===== config.mk =====
export PLATFORM = sky130hd
export DESIGN_NAME = timestamp_random_id_generator_flat
export DESIGN_NICKNAME = d
export VERILOG_FILES = /design/src/rtl/core/tsid_pkg.sv /design/src/rtl/core/tsid_if.sv /design/src/rtl/core/tsid_lcg.sv /design/src/rtl/core/tsid_ser.sv /design/src/rtl/core/timestamp_random_id_generator.sv /design/src/flat_wrapper.sv
export SDC_FILE = /design/constraint.sdc
export NUM_CORES = 1
export LEC_CHECK = 0
export ABC_CLOCK_PERIOD_IN_PS = 22400
export BUFFER_PORTS_ARGS = -buffer_cell sky130_fd_sc_hd__clkbuf_2
export CAP_MARGIN = 30
export CORE_ASPECT_RATIO = 0.7
export CORE_MARGIN = 1
export CORE_UTILIZATION = 33
export CTS_CLUSTER_DIAMETER = 50
export DETAILED_ROUTE_END_ITERATION = 10
export PLACE_DENSITY = 0.5
export RECOVER_POWER = 100
export SETUP_SLACK_MARGIN = 0.4
export SLEW_MARGIN = 20
export SYNTH_ARGS = -nofsm -noshare
export SYNTH_HDL_FRONTEND = slang
export SYNTH_SLANG_ARGS = --single-unit
export TNS_END_PERCENT = 1

===== constraint.sdc =====
create_clock -name clk_i -period 22.4 [get_ports clk_i]
set_input_delay 2.24 -clock clk_i [delete_from_list [all_inputs] [get_ports clk_i]]
set_output_delay 2.24 -clock clk_i [all_outputs]
set_load 0.02 [all_outputs]

===== src/rtl/core/tsid_pkg.sv =====
`default_nettype none
// ----------------------------------------------------------------------------
// tsid_pkg: shared constants, types and helpers
// Widths, generator constants and the base-64 character map of the
// timestamp ID generator.
// ----------------------------------------------------------------------------
package tsid_pkg;

  // Field and digit widths
  localparam int unsigned TimeW      = 64;
  localparam int unsigned TimeEncW   = 48;
  localparam int unsigned SuffixW    = 72;
  localparam int unsigned SeedW      = 48;
  localparam int unsigned DigitW     = 6;
  localparam int unsigned CharW      = 7;
  localparam int unsigned IdChars    = 20;
  localparam int unsigned CharCntW   = 5;
  localparam int unsigned PayloadW   = TimeEncW + SuffixW;

  // 48-bit linear congruential generator
  localparam logic [SeedW-1:0] SeedReset  = 48'd20017429951246;
  localparam int unsigned      LcgDigits  = 9;
  localparam logic [35:0]      LcgMul     = 36'h5DEECE66D;
  localparam logic [SeedW-1:0] LcgAdd     = 48'hB;
  localparam int unsigned      DrawW      = 31;
  localparam int unsigned      DrawShift  = 17;
  localparam int unsigned      DrawsPerId = 3;

  // Load request from the control path to the serializer
  typedef struct packed {
    logic                valid;
    logic [TimeEncW-1:0] time_bits;
    logic [SuffixW-1:0]  suffix;
  } tsid_load_t;

  // Control of the generator unit
  typedef struct packed {
    logic start;
    logic seed_we;
  } tsid_lcg_ctl_t;

  // Map one 6-bit digit to its character of the sortable alphabet
  function automatic logic [CharW-1:0] digit_to_char(logic [DigitW-1:0] d);
    logic [CharW-1:0] dd;
    dd = {1'b0, d};
    if (d == 6'd0) begin
      return 7'd45;            // dash
    end else if (d <= 6'd10) begin
      return dd + 7'd47;       // digits 0..9
    end else if (d <= 6'd36) begin
      return dd + 7'd54;       // upper case letters
    end else if (d == 6'd37) begin
      return 7'd95;            // underscore
    end else begin
      return dd + 7'd59;       // lower case letters
    end
  endfunction

endpackage
`default_nettype wire


===== src/rtl/core/tsid_if.sv =====
`default_nettype none
// ----------------------------------------------------------------------------
// tsid_if: channel interfaces
// Valid/ready channels for timestamp items and ID character items.
// ----------------------------------------------------------------------------
interface tsid_in_if;
  logic               valid;
  logic               ready;
  logic signed [63:0] timestamp;

  modport source (output valid, output timestamp, input ready);
  modport sink   (input valid, input timestamp, output ready);
endinterface

interface tsid_out_if;
  logic       valid;
  logic       ready;
  logic [6:0] id_char;
  logic       last_char;

  modport source (output valid, output id_char, output last_char, input ready);
  modport sink   (input valid, input id_char, input last_char, output ready);
endinterface
`default_nettype wire


===== src/rtl/core/tsid_lcg.sv =====
`default_nettype none
// ----------------------------------------------------------------------------
// tsid_lcg: nibble-serial 48-bit LCG
// Steps x' = a*x + c mod 2^48 one 4-bit digit of the multiplier per cycle,
// most significant digit first.
// ----------------------------------------------------------------------------
module tsid_lcg
  import tsid_pkg::*;
(
  input  wire logic             clk_i,
  input  wire logic             rst_ni,
  input  wire tsid_lcg_ctl_t    ctl_i,
  input  wire logic [SeedW-1:0] seed_i,
  output logic                  done_o,
  output logic [DrawW-1:0]      draw_o
);

  logic [SeedW-1:0] x_q, x_d;
  logic [SeedW-1:0] acc_q, acc_d;
  logic [3:0]       cnt_q, cnt_d;
  logic             busy_q, busy_d;
  logic             done_q, done_d;
  logic [3:0]       nib;
  logic [SeedW-1:0] prod;
  logic [SeedW-1:0] step;

  // Multiply-accumulate one multiplier digit (Horner form)
  always_comb begin
    nib  = LcgMul[{cnt_q, 2'b00} +: 4];
    prod = x_q * SeedW'(nib);
    step = {acc_q[SeedW-5:0], 4'b0000} + prod + ((cnt_q == 4'd0) ? LcgAdd : '0);
  end

  // Sequence the digits
  always_comb begin
    x_d    = x_q;
    acc_d  = acc_q;
    cnt_d  = cnt_q;
    busy_d = busy_q;
    done_d = 1'b0;
    if (ctl_i.seed_we) begin
      x_d = seed_i;
    end else if (ctl_i.start) begin
      acc_d  = '0;
      cnt_d  = 4'(LcgDigits - 1);
      busy_d = 1'b1;
    end else if (busy_q) begin
      acc_d = step;
      if (cnt_q == 4'd0) begin
        x_d    = step;
        busy_d = 1'b0;
        done_d = 1'b1;
      end else begin
        cnt_d = cnt_q - 4'd1;
      end
    end
  end

  always_ff @(posedge clk_i or negedge rst_ni) begin
    if (!rst_ni) begin
      x_q    <= SeedReset;
      cnt_q  <= '0;
      busy_q <= 1'b0;
      done_q <= 1'b0;
    end else begin
      x_q    <= x_d;
      cnt_q  <= cnt_d;
      busy_q <= busy_d;
      done_q <= done_d;
    end
  end

  // Hold the partial product
  always_ff @(posedge clk_i) begin
    acc_q <= acc_d;
  end

  assign done_o = done_q;
  assign draw_o = x_q[SeedW-1:DrawShift];

endmodule
`default_nettype wire


===== src/rtl/core/tsid_ser.sv =====
`default_nettype none
// ----------------------------------------------------------------------------
// tsid_ser: ID character serializer
// Shifts the 120-bit ID word out one 6-bit digit per item, most
// significant first, mapping each digit to its character.
// ----------------------------------------------------------------------------
module tsid_ser
  import tsid_pkg::*;
(
  input  wire logic       clk_i,
  input  wire logic       rst_ni,
  input  wire tsid_load_t load_i,
  output logic            load_ready_o,
  tsid_out_if.source      id_o
);

  logic [PayloadW-1:0] sh_q, sh_d;
  logic [CharCntW-1:0] cnt_q, cnt_d;
  logic                valid_q, valid_d;
  logic                last;
  logic                take;

  assign last         = (cnt_q == CharCntW'(IdChars - 1));
  assign take         = valid_q && id_o.ready;
  assign load_ready_o = !valid_q || (take && last);

  // Load a new word, advance on each taken item, drop valid after the last
  always_comb begin
    sh_d    = sh_q;
    cnt_d   = cnt_q;
    valid_d = valid_q;
    if (load_i.valid && load_ready_o) begin
      sh_d    = {load_i.time_bits, load_i.suffix};
      cnt_d   = '0;
      valid_d = 1'b1;
    end else if (take) begin
      if (last) begin
        valid_d = 1'b0;
      end else begin
        sh_d  = {sh_q[PayloadW-DigitW-1:0], {DigitW{1'b0}}};
        cnt_d = cnt_q + CharCntW'(1);
      end
    end
  end

  always_ff @(posedge clk_i or negedge rst_ni) begin
    if (!rst_ni) begin
      cnt_q   <= '0;
      valid_q <= 1'b0;
    end else begin
      cnt_q   <= cnt_d;
      valid_q <= valid_d;
    end
  end

  always_ff @(posedge clk_i) begin
    sh_q <= sh_d;
  end

  assign id_o.valid     = valid_q;
  assign id_o.id_char   = digit_to_char(sh_q[PayloadW-1 -: DigitW]);
  assign id_o.last_char = last;

endmodule
`default_nettype wire


===== src/rtl/core/timestamp_random_id_generator.sv =====
`default_nettype none
// ----------------------------------------------------------------------------
// timestamp_random_id_generator: time-ordered ID generator
// Turns each timestamp item into a 20-character sortable ID.
// ----------------------------------------------------------------------------
// Usage:
//   ts_i  takes one signed 64-bit timestamp per item (valid/ready).
//   id_o  gives 20 character items per timestamp, first character first;
//         last_char marks the twentieth.
//   cfg_we_i/cfg_wdata_i load the 48-bit generator state; write only while
//   the block is idle.
// Flow: a repeated timestamp bumps the suffix and goes straight to the load
//   state; a new timestamp first runs three generator draws (one 4-bit
//   multiplier digit per cycle) to refill the suffix.
// Throughput: one character per cycle while id_o.ready is high, set by the
//   serializer for repeated timestamps; new timestamps are paced by the
//   nibble-serial generator. The next timestamp is accepted while the
//   previous ID is still being sent.
// Reset: previous time and suffix clear, the generator takes its default
//   seed, no item is pending.
// Stall: while id_o.ready is low the current character holds and the next
//   finished ID waits in the control path.
// ----------------------------------------------------------------------------
module timestamp_random_id_generator
  import tsid_pkg::*;
(
  input  wire logic             clk_i,
  input  wire logic             rst_ni,
  tsid_in_if.sink               ts_i,
  tsid_out_if.source            id_o,
  input  wire logic             cfg_we_i,
  input  wire logic [SeedW-1:0] cfg_wdata_i
);

  typedef enum logic [2:0] {
    StIdle = 3'b001,
    StDraw = 3'b010,
    StLoad = 3'b100
  } state_e;

  state_e              state_q, state_d;
  logic [TimeW-1:0]    prev_q, prev_d;
  logic [SuffixW-1:0]  suffix_q, suffix_d;
  logic [TimeEncW-1:0] ts_q, ts_d;
  logic [1:0]          draw_cnt_q, draw_cnt_d;
  logic                accept;
  logic                same_time;
  tsid_lcg_ctl_t       lcg_ctl;
  logic                lcg_done;
  logic [DrawW-1:0]    draw;
  tsid_load_t          load;
  logic                load_ready;

  assign ts_i.ready = (state_q == StIdle);
  assign accept     = ts_i.valid && ts_i.ready;
  assign same_time  = ($unsigned(ts_i.timestamp) == prev_q);

  // Control: compare, refill or bump the suffix, hand the word over
  always_comb begin
    state_d         = state_q;
    prev_d          = prev_q;
    suffix_d        = suffix_q;
    ts_d            = ts_q;
    draw_cnt_d      = draw_cnt_q;
    lcg_ctl.start   = 1'b0;
    lcg_ctl.seed_we = cfg_we_i;
    load.valid      = (state_q == StLoad);
    load.time_bits  = ts_q;
    load.suffix     = suffix_q;
    case (state_q)
      StIdle: begin
        if (accept) begin
          ts_d = ts_i.timestamp[TimeEncW-1:0];
          if (same_time) begin
            suffix_d = suffix_q + SuffixW'(1);
            state_d  = StLoad;
          end else begin
            prev_d        = $unsigned(ts_i.timestamp);
            draw_cnt_d    = '0;
            lcg_ctl.start = 1'b1;
            state_d       = StDraw;
          end
        end
      end
      StDraw: begin
        if (lcg_done) begin
          suffix_d = {suffix_q[SuffixW-25:0], draw[7:0], draw[15:8], draw[23:16]};
          if (draw_cnt_q == 2'(DrawsPerId - 1)) begin
            state_d = StLoad;
          end else begin
            draw_cnt_d    = draw_cnt_q + 2'd1;
            lcg_ctl.start = 1'b1;
          end
        end
      end
      StLoad: begin
        if (load_ready) begin
          state_d = StIdle;
        end
      end
      default: begin
        state_d = StIdle;
      end
    endcase
  end

  always_ff @(posedge clk_i or negedge rst_ni) begin
    if (!rst_ni) begin
      state_q    <= StIdle;
      prev_q     <= '0;
      suffix_q   <= '0;
      draw_cnt_q <= '0;
    end else begin
      state_q    <= state_d;
      prev_q     <= prev_d;
      suffix_q   <= suffix_d;
      draw_cnt_q <= draw_cnt_d;
    end
  end

  // Hold the timestamp bits to encode
  always_ff @(posedge clk_i) begin
    ts_q <= ts_d;
  end

  tsid_lcg u_lcg (
    .clk_i  (clk_i),
    .rst_ni (rst_ni),
    .ctl_i  (lcg_ctl),
    .seed_i (cfg_wdata_i),
    .done_o (lcg_done),
    .draw_o (draw)
  );

  tsid_ser u_ser (
    .clk_i        (clk_i),
    .rst_ni       (rst_ni),
    .load_i       (load),
    .load_ready_o (load_ready),
    .id_o         (id_o)
  );

  // A new timestamp is remembered as the previous one
  a_prev_update : assert property (@(posedge clk_i) disable iff (!rst_ni)
    accept |=> prev_q == $past($unsigned(ts_i.timestamp)))
    else $error("previous time not updated");

  // Draws complete only while a refill is under way
  a_draw_state : assert property (@(posedge clk_i) disable iff (!rst_ni)
    lcg_done |-> state_q == StDraw)
    else $error("generator draw outside refill");

  // A word is handed over only when the serializer is free or ends its ID
  a_load_free : assert property (@(posedge clk_i) disable iff (!rst_ni)
    (load.valid && load_ready) |-> (!id_o.valid || (id_o.ready && id_o.last_char)))
    else $error("serializer overwritten mid ID");

  // Each refill makes exactly three draws
  a_draw_count : assert property (@(posedge clk_i) disable iff (!rst_ni)
    (state_q == StDraw && state_d == StLoad) |-> draw_cnt_q == 2'(DrawsPerId - 1))
    else $error("wrong number of draws");

endmodule
`default_nettype wire


===== src/flat_wrapper.sv =====
// flat-port wrapper written by rule: the top's interface ports become plain ports
module timestamp_random_id_generator_flat import tsid_pkg::*;
  (clk_i, rst_ni, cfg_we_i, cfg_wdata_i, ts_i_valid, ts_i_timestamp, ts_i_ready, id_o_valid, id_o_id_char, id_o_last_char, id_o_ready);
  tsid_in_if ts_i_i ();
  tsid_out_if id_o_i ();
  input  wire logic clk_i;
  input  wire logic rst_ni;
  input  wire logic cfg_we_i;
  input  wire logic [SeedW-1:0] cfg_wdata_i;
  input wire logic [$bits(ts_i_i.valid)-1:0] ts_i_valid;
  input wire logic [$bits(ts_i_i.timestamp)-1:0] ts_i_timestamp;
  output wire logic [$bits(ts_i_i.ready)-1:0] ts_i_ready;
  output wire logic [$bits(id_o_i.valid)-1:0] id_o_valid;
  output wire logic [$bits(id_o_i.id_char)-1:0] id_o_id_char;
  output wire logic [$bits(id_o_i.last_char)-1:0] id_o_last_char;
  input wire logic [$bits(id_o_i.ready)-1:0] id_o_ready;
  assign ts_i_i.valid = ts_i_valid;
  assign ts_i_i.timestamp = ts_i_timestamp;
  assign ts_i_ready = ts_i_i.ready;
  assign id_o_valid = id_o_i.valid;
  assign id_o_id_char = id_o_i.id_char;
  assign id_o_last_char = id_o_i.last_char;
  assign id_o_i.ready = id_o_ready;
  timestamp_random_id_generator u_core (.clk_i(clk_i), .rst_ni(rst_ni), .ts_i(ts_i_i), .id_o(id_o_i), .cfg_we_i(cfg_we_i), .cfg_wdata_i(cfg_wdata_i));
endmodule

=== Yosys cells after proc, flatten, opt, wreduce, memory -nomap -nowiden ===
Cells that the tools add are included.

* Flip-flop bits (word level): 413
* Input port bits: 117
* Output and inout bits: 10
* Word-level logic and storage cells: 118

* Add/subtract/negate cells: 9
* $mul: 1
* Order comparisons: 2
* Equality and inequality tests: 17
* Shift operators: 1
* Mux-type cells: 49
* Bitwise logic cells: 2
* Reductions and logical operators: 24

{| class="wikitable"
|+ Operators with widths
! cell !! number
|-
| $mux 120 || 3
|-
| $mux 72 || 3
|-
| $mux 48 || 4
|-
| $pmux 72 s2 || 1
|-
| $add 72x1->72 const B || 1
|-
| $eq 64x64->1 || 1
|-
| $add 48x4->48 || 1
|-
| $add 48x48->48 || 1
|-
| $mul 48x4->48 || 1
|-
| $mux 44 || 1
|-
| $shiftx 36x7->4 const A || 1
|-
| $mux 7 || 4
|-
| $add 6x6->7 const B || 3
|-
| $mux 4 || 4
|-
| $mux 3 || 5
|-
| $mux 5 || 3
|-
| $mux 1 || 14
|-
| $ne 2x2->1 const B || 6
|-
| $reduce_bool 2->1 || 6
|-
| $pmux 3 s3 || 1
|-
| $reduce_and 3->1 || 3
|-
| $mux 2 || 4
|-
| $ne 2x1->1 const B || 4
|-
| $reduce_and 2->1 || 4
|-
| 21 further kinds || 26
|}

=== Longest topological paths before layout ===
* Depth in word-level cells: 8
* Gate-level depth with buffers: 23
* Depth with buffers taken out: 22

=== Modules after synthesis ===
A second synthesis with hierarchy kept.

* Cell total of the unflattened synthesis: 2616
* Area total of the unflattened synthesis: 27133.5 um^2

{| class="wikitable"
|+ By module, submodules not included
! module !! instances !! cells an instance !! area each (um^2) !! seq. area each (um^2)
|-
| tsid_lcg || 1 || 1354 || 11673.7 || 2700.1
|-
| timestamp_random_id_generator || 1 || 921 || 9467.8 || 4971.0
|-
| tsid_ser || 1 || 341 || 5992.0 || 3753.6
|}

=== Worst setup path after synthesis ===
Ideal clock, no wire load.

* Path kind: input to register
* From: input ts_i_valid
* To: register u_core.u_lcg.acc_q[0] (enable)
* Library setup time: 0.431 ns
* Arrival: 8.614 ns
* Data required time: 21.969 ns
* Setup slack: 13.355 ns
* Stages on the path: 7
* Cells stage by stage: inv_1 nor3_1 nand2_1 nand2_1 clkbuf_1 nor2_1 nor2_1

* Cells in the longest elaborated chain, start to end: 5

{| class="wikitable"
|+ Ends and longest elaborated chain
! item !! RTL line !! text
|-
| start: declaration || flat_wrapper.sv:10 || <nowiki>input wire logic [$bits(ts_i_i.valid)-1:0] ts_i_valid;</nowiki>
|-
| $logic_and 1x1->1 || timestamp_random_id_generator.sv:55 || <nowiki>assign accept = ts_i.valid && ts_i.ready;</nowiki>
|-
| $mux 1 || timestamp_random_id_generator.sv:72 || <nowiki>if (accept) begin</nowiki>
|-
| $pmux 1 s2 || timestamp_random_id_generator.sv:70 || <nowiki>case (state_q)</nowiki>
|-
| $reduce_bool 2->1 (no line) || - ||
|-
| $reduce_and 2->1 (no line) || - ||
|-
| end signal: assignment || tsid_lcg.sv:75 || <nowiki>acc_q <= acc_d;</nowiki>
|-
| end: declaration || tsid_lcg.sv:19 || <nowiki>logic [SeedW-1:0] acc_q, acc_d;</nowiki>
|}

No other way between the ends.
A chain may end at the register's enable or synchronous reset.

=== Worst setup path in the final report ===
* From: input ts_i_valid
* To: register u_core.u_lcg.acc_q[22] (enable)

The elaborated chain is that of the path after synthesis.

==> run_results.csv <==
group,metric,value,unit
global_route,grt_pass1_wl,107000,um
clocking,htreeDepth,2,
clocking,cts_buffer_depth,3,
clocking,post_cts_buffers,0,
synthesis,ys_warn_count,0,
sta,tightest_slew,5.08,ns
status,violations,"capacitance limit, slew limit",
layout,layout-drive-gt1-share,10.4,%
sta,setup_viol,0,
placed_design,post_dp_cell_area,26100,sq um
routing,routed_wirelength,67300,um
critical_path,start_kind,"input port",
synthesis,ys_ff_latch,399,
synthesis,yosysUniqueCellTypes,80,
global_route,grt_max_degree,85,
layout,final_nets,2898,
hold_path,hold_path.class,"reg -> reg",
critical_path,crit_slowest_cell,"clkbuf_1",
synthesis,async_flop_share,48.6,%
critical_path,crit_path_end_kind,"flop",
synthesis,postSynthCellCount,2538,
critical_path,path_common_cell,"clkbuf_1",
sta,fmax,100,MHz
floorplan,num_rows,83,
clocking,clk_latency,0.63,ns
global_route,grt_pass1_vias,18284,
sta,fin_worst_skew,0.0492,ns
clocking,cts_buffers,52,
synthesis,synth_top_family_by_area,"simple AND/OR/NAND/NOR gates",
synthesis,synth_flop_cell,"edfxtp_1",
sta,slew_viol_final,911,
synthesis,yosys-top-cells-area,"edfxtp_1 (25%), dfrtp_1 (18%), fa_1 (9.1%), nand2_1 (7.6%), and2_1 (4.1%)",
synthesis,synth_fa_ha_area_share,12.1,%
floorplan,die_y,230,um
job,drv_cap,16,
routing,vias,18468,
routing,drtIter0Drc,1367,
synthesis,synth_compound_gate_area_share,11.0,%
critical_path,crit_buf_inv,5,
synthesis,synth_simple_gate_area_share,19.4,%
sta,hold_viol,0,
synthesis,synth.top_cell.area_share,25.1,%
critical_path,path_cells,"clkbuf_1 -> inv_1 -> nor3_1 -> clkbuf_1 -> nand2_1 -> nand2_1 -> clkbuf_1 -> nor2_1 -> nor2_4 -> clkbuf_1",
clocking,root_buffer,"clkbuf_16",
synthesis,synth_edf_count,205,
routing,drc,0,
sta,rsz0062_at_grt,"false",
clocking,cts_sinks,399,
clocking,cts_resized,0,
layout,area_growth,13.4,%
floorplan,die-area,75400,sq um
critical_path,path_delay_family,"buffers and inverters",
global_route,grt_overflow,0,
critical_path,slowest_delay,1.96,ns
critical_path,path_class,"in -> reg",
global_route,grtUsageTotal,18.1,%
clocking,clk_pin_slew,0.06,ns
floorplan,dieWidth,328,um
critical_path,crit_fanout,49,
floorplan,coreArea,73400,sq um
global_route,grt_antenna_before_repair,3,
sta,tns,0,ns
clocking,cts_tree,"yes",
sta,period_minus_slack,9.95,ns
routing,dr.pass1.iters,6,
floorplan,ios,127,
synthesis,yosysTopAreaCell,"edfxtp_1",
synthesis,synth_area,24500,sq um
layout,layout_common_cells,"nand2_1 (497), edfxtp_1 (205), inv_1 (196)",
placed_design,io_buffer_count,119,
layout,final_common_cell,"nand2_1",
floorplan,start_util,33.4,%
sta,fin_crit_sh,44.4,%
layout,n_antenna_cell,0,
placed_design,dp_hpwl,46300,um
critical_path,critical_path_required,22.55,ns
layout,stdcell_area,27800,sq um
critical_path,arrival,10.10,ns
synthesis,syn_nets,2825,
routing,drtAntennaViolNets,0,
synthesis,synth.avg_cell_area,9.66,sq um
clocking,holdBufCountCts,0,
synthesis,synthMuxAreaShare,3.44,%
placed_design,gp_congestion,0.855,
synthesis,synth-xor-area-share,4.07,%
status,status,"complete, but fails checks",
sta,max_slew_margin,-239,%
layout,fill_cells,7343,
routing,wl_per_cell,18.5,um
synthesis,yosysSeqAreaShare,45.0,%
routing,avgViaCountPerCell,5.08,
[sequential cells by signal, summed over array words and instances, names as in the netlist, 3 cells and up]
signal / flops
u_core.u_lcg.acc_q: 37
u_core.ts_q: 48
u_core.u_ser.cnt_q: 5
u_core.u_ser.sh_q: 120
u_core.u_lcg.x_q: 41
u_core.prev_q: 64
u_core.u_lcg.cnt_q: 4
u_core.state_q: 3
u_core.suffix_q: 72
[cell type report]
type                    instances  area (sq um)  share of cell area (%)
well taps                     977          1220                    4.39
flip-flops and latches        399         11000                    39.7
repair buffers                141           633                    2.28
multi-input cells            1821         12300                    44.3
clock inverters                28           428                    1.54
inverters                     196           736                    2.64
clock buffers                  70          1450                    5.21
[cell families (layout without fill, tap and decap cells)]
logic type | after synthesis | after routing
muxes | 76 | 76
buffers and inverters | 318 | 435
DFF | 399 | 399
and+or+nand+nor | 1006 | 1006
adders and majority gates | 170 | 170
xor gates and xnor gates | 114 | 114
AOI/OAI and AO/OA | 455 | 455
[layer usage]
layer / up-vias / GRT usage (%) / wire length (um)
met2: 454 / 24.6 / 26800
li1: 8730 / - / -
met3: 91 / 3.49 / 4150
met5: - / 0.256 / 38
met1: 9187 / 28.7 / 35000
met4: 6 / 4.37 / 1330
[worst min-delay path, stage by stage (launching register included)]
cell      delay (ns)
edfxtp_1        0.32
nand2_1         0.05
nand2_1         0.05
[path summary, 6_finish.rpt]
kind | from | slack, ns | cells past startpoint | to
setup / recovery | ts_i_valid | 12.45 | 10 | u_core.u_lcg.acc_q[22]
hold / removal | u_core.ts_q[2] | 0.51 | 2 | u_core.u_ser.sh_q[74]
setup reg to reg | u_core.state_q[0] | 13.62 | 9 | u_core.u_lcg.acc_q[22]
hold reg to reg | u_core.ts_q[2] | 0.51 | 2 | u_core.u_ser.sh_q[74]
max in group asynchronous | rst_ni | 13.89 | 2 | u_core.suffix_q[19]
min in group asynchronous | rst_ni | 3.47 | 1 | u_core.prev_q[47]
[cell usage after synthesis (12+ instances only)]
cell       count
nor3_1        15
clkbuf_1     105
mux2_2        66
a21o_1        22
xnor2_1       95
o22a_1        13
o21ai_0      133
dfrtp_1      173
o22ai_1       25
nand3_1       42
xor2_1        19
a2bb2oi_1     12
ha_1          58
and2_1       159
nor2_1       152
a21oi_1      182
fa_1         112
and3_1        25
dfstp_2       21
nand2_1      498
edfxtp_1     205
buf_2         13
nand2b_1      14
nand4_1       37
inv_1        196
[through the flow]
stage	setup WS (ns)	cells	utilization, %	hold WS [ns]
CTS	15.82	3631	38.1	0.502
floorplan	13.35	2538	-	0.461
finish	12.45	3632	37.9	0.507
detailed placement	15.88	3533	35.6	0.494
global route	11.60	3632	37.9	0.520
global placement	16.02	3531	35.5	0.487
Power is left out: the tool's default activity adds up to more than one toggle a clock period on the data nets, which glitch-free logic cannot reach.
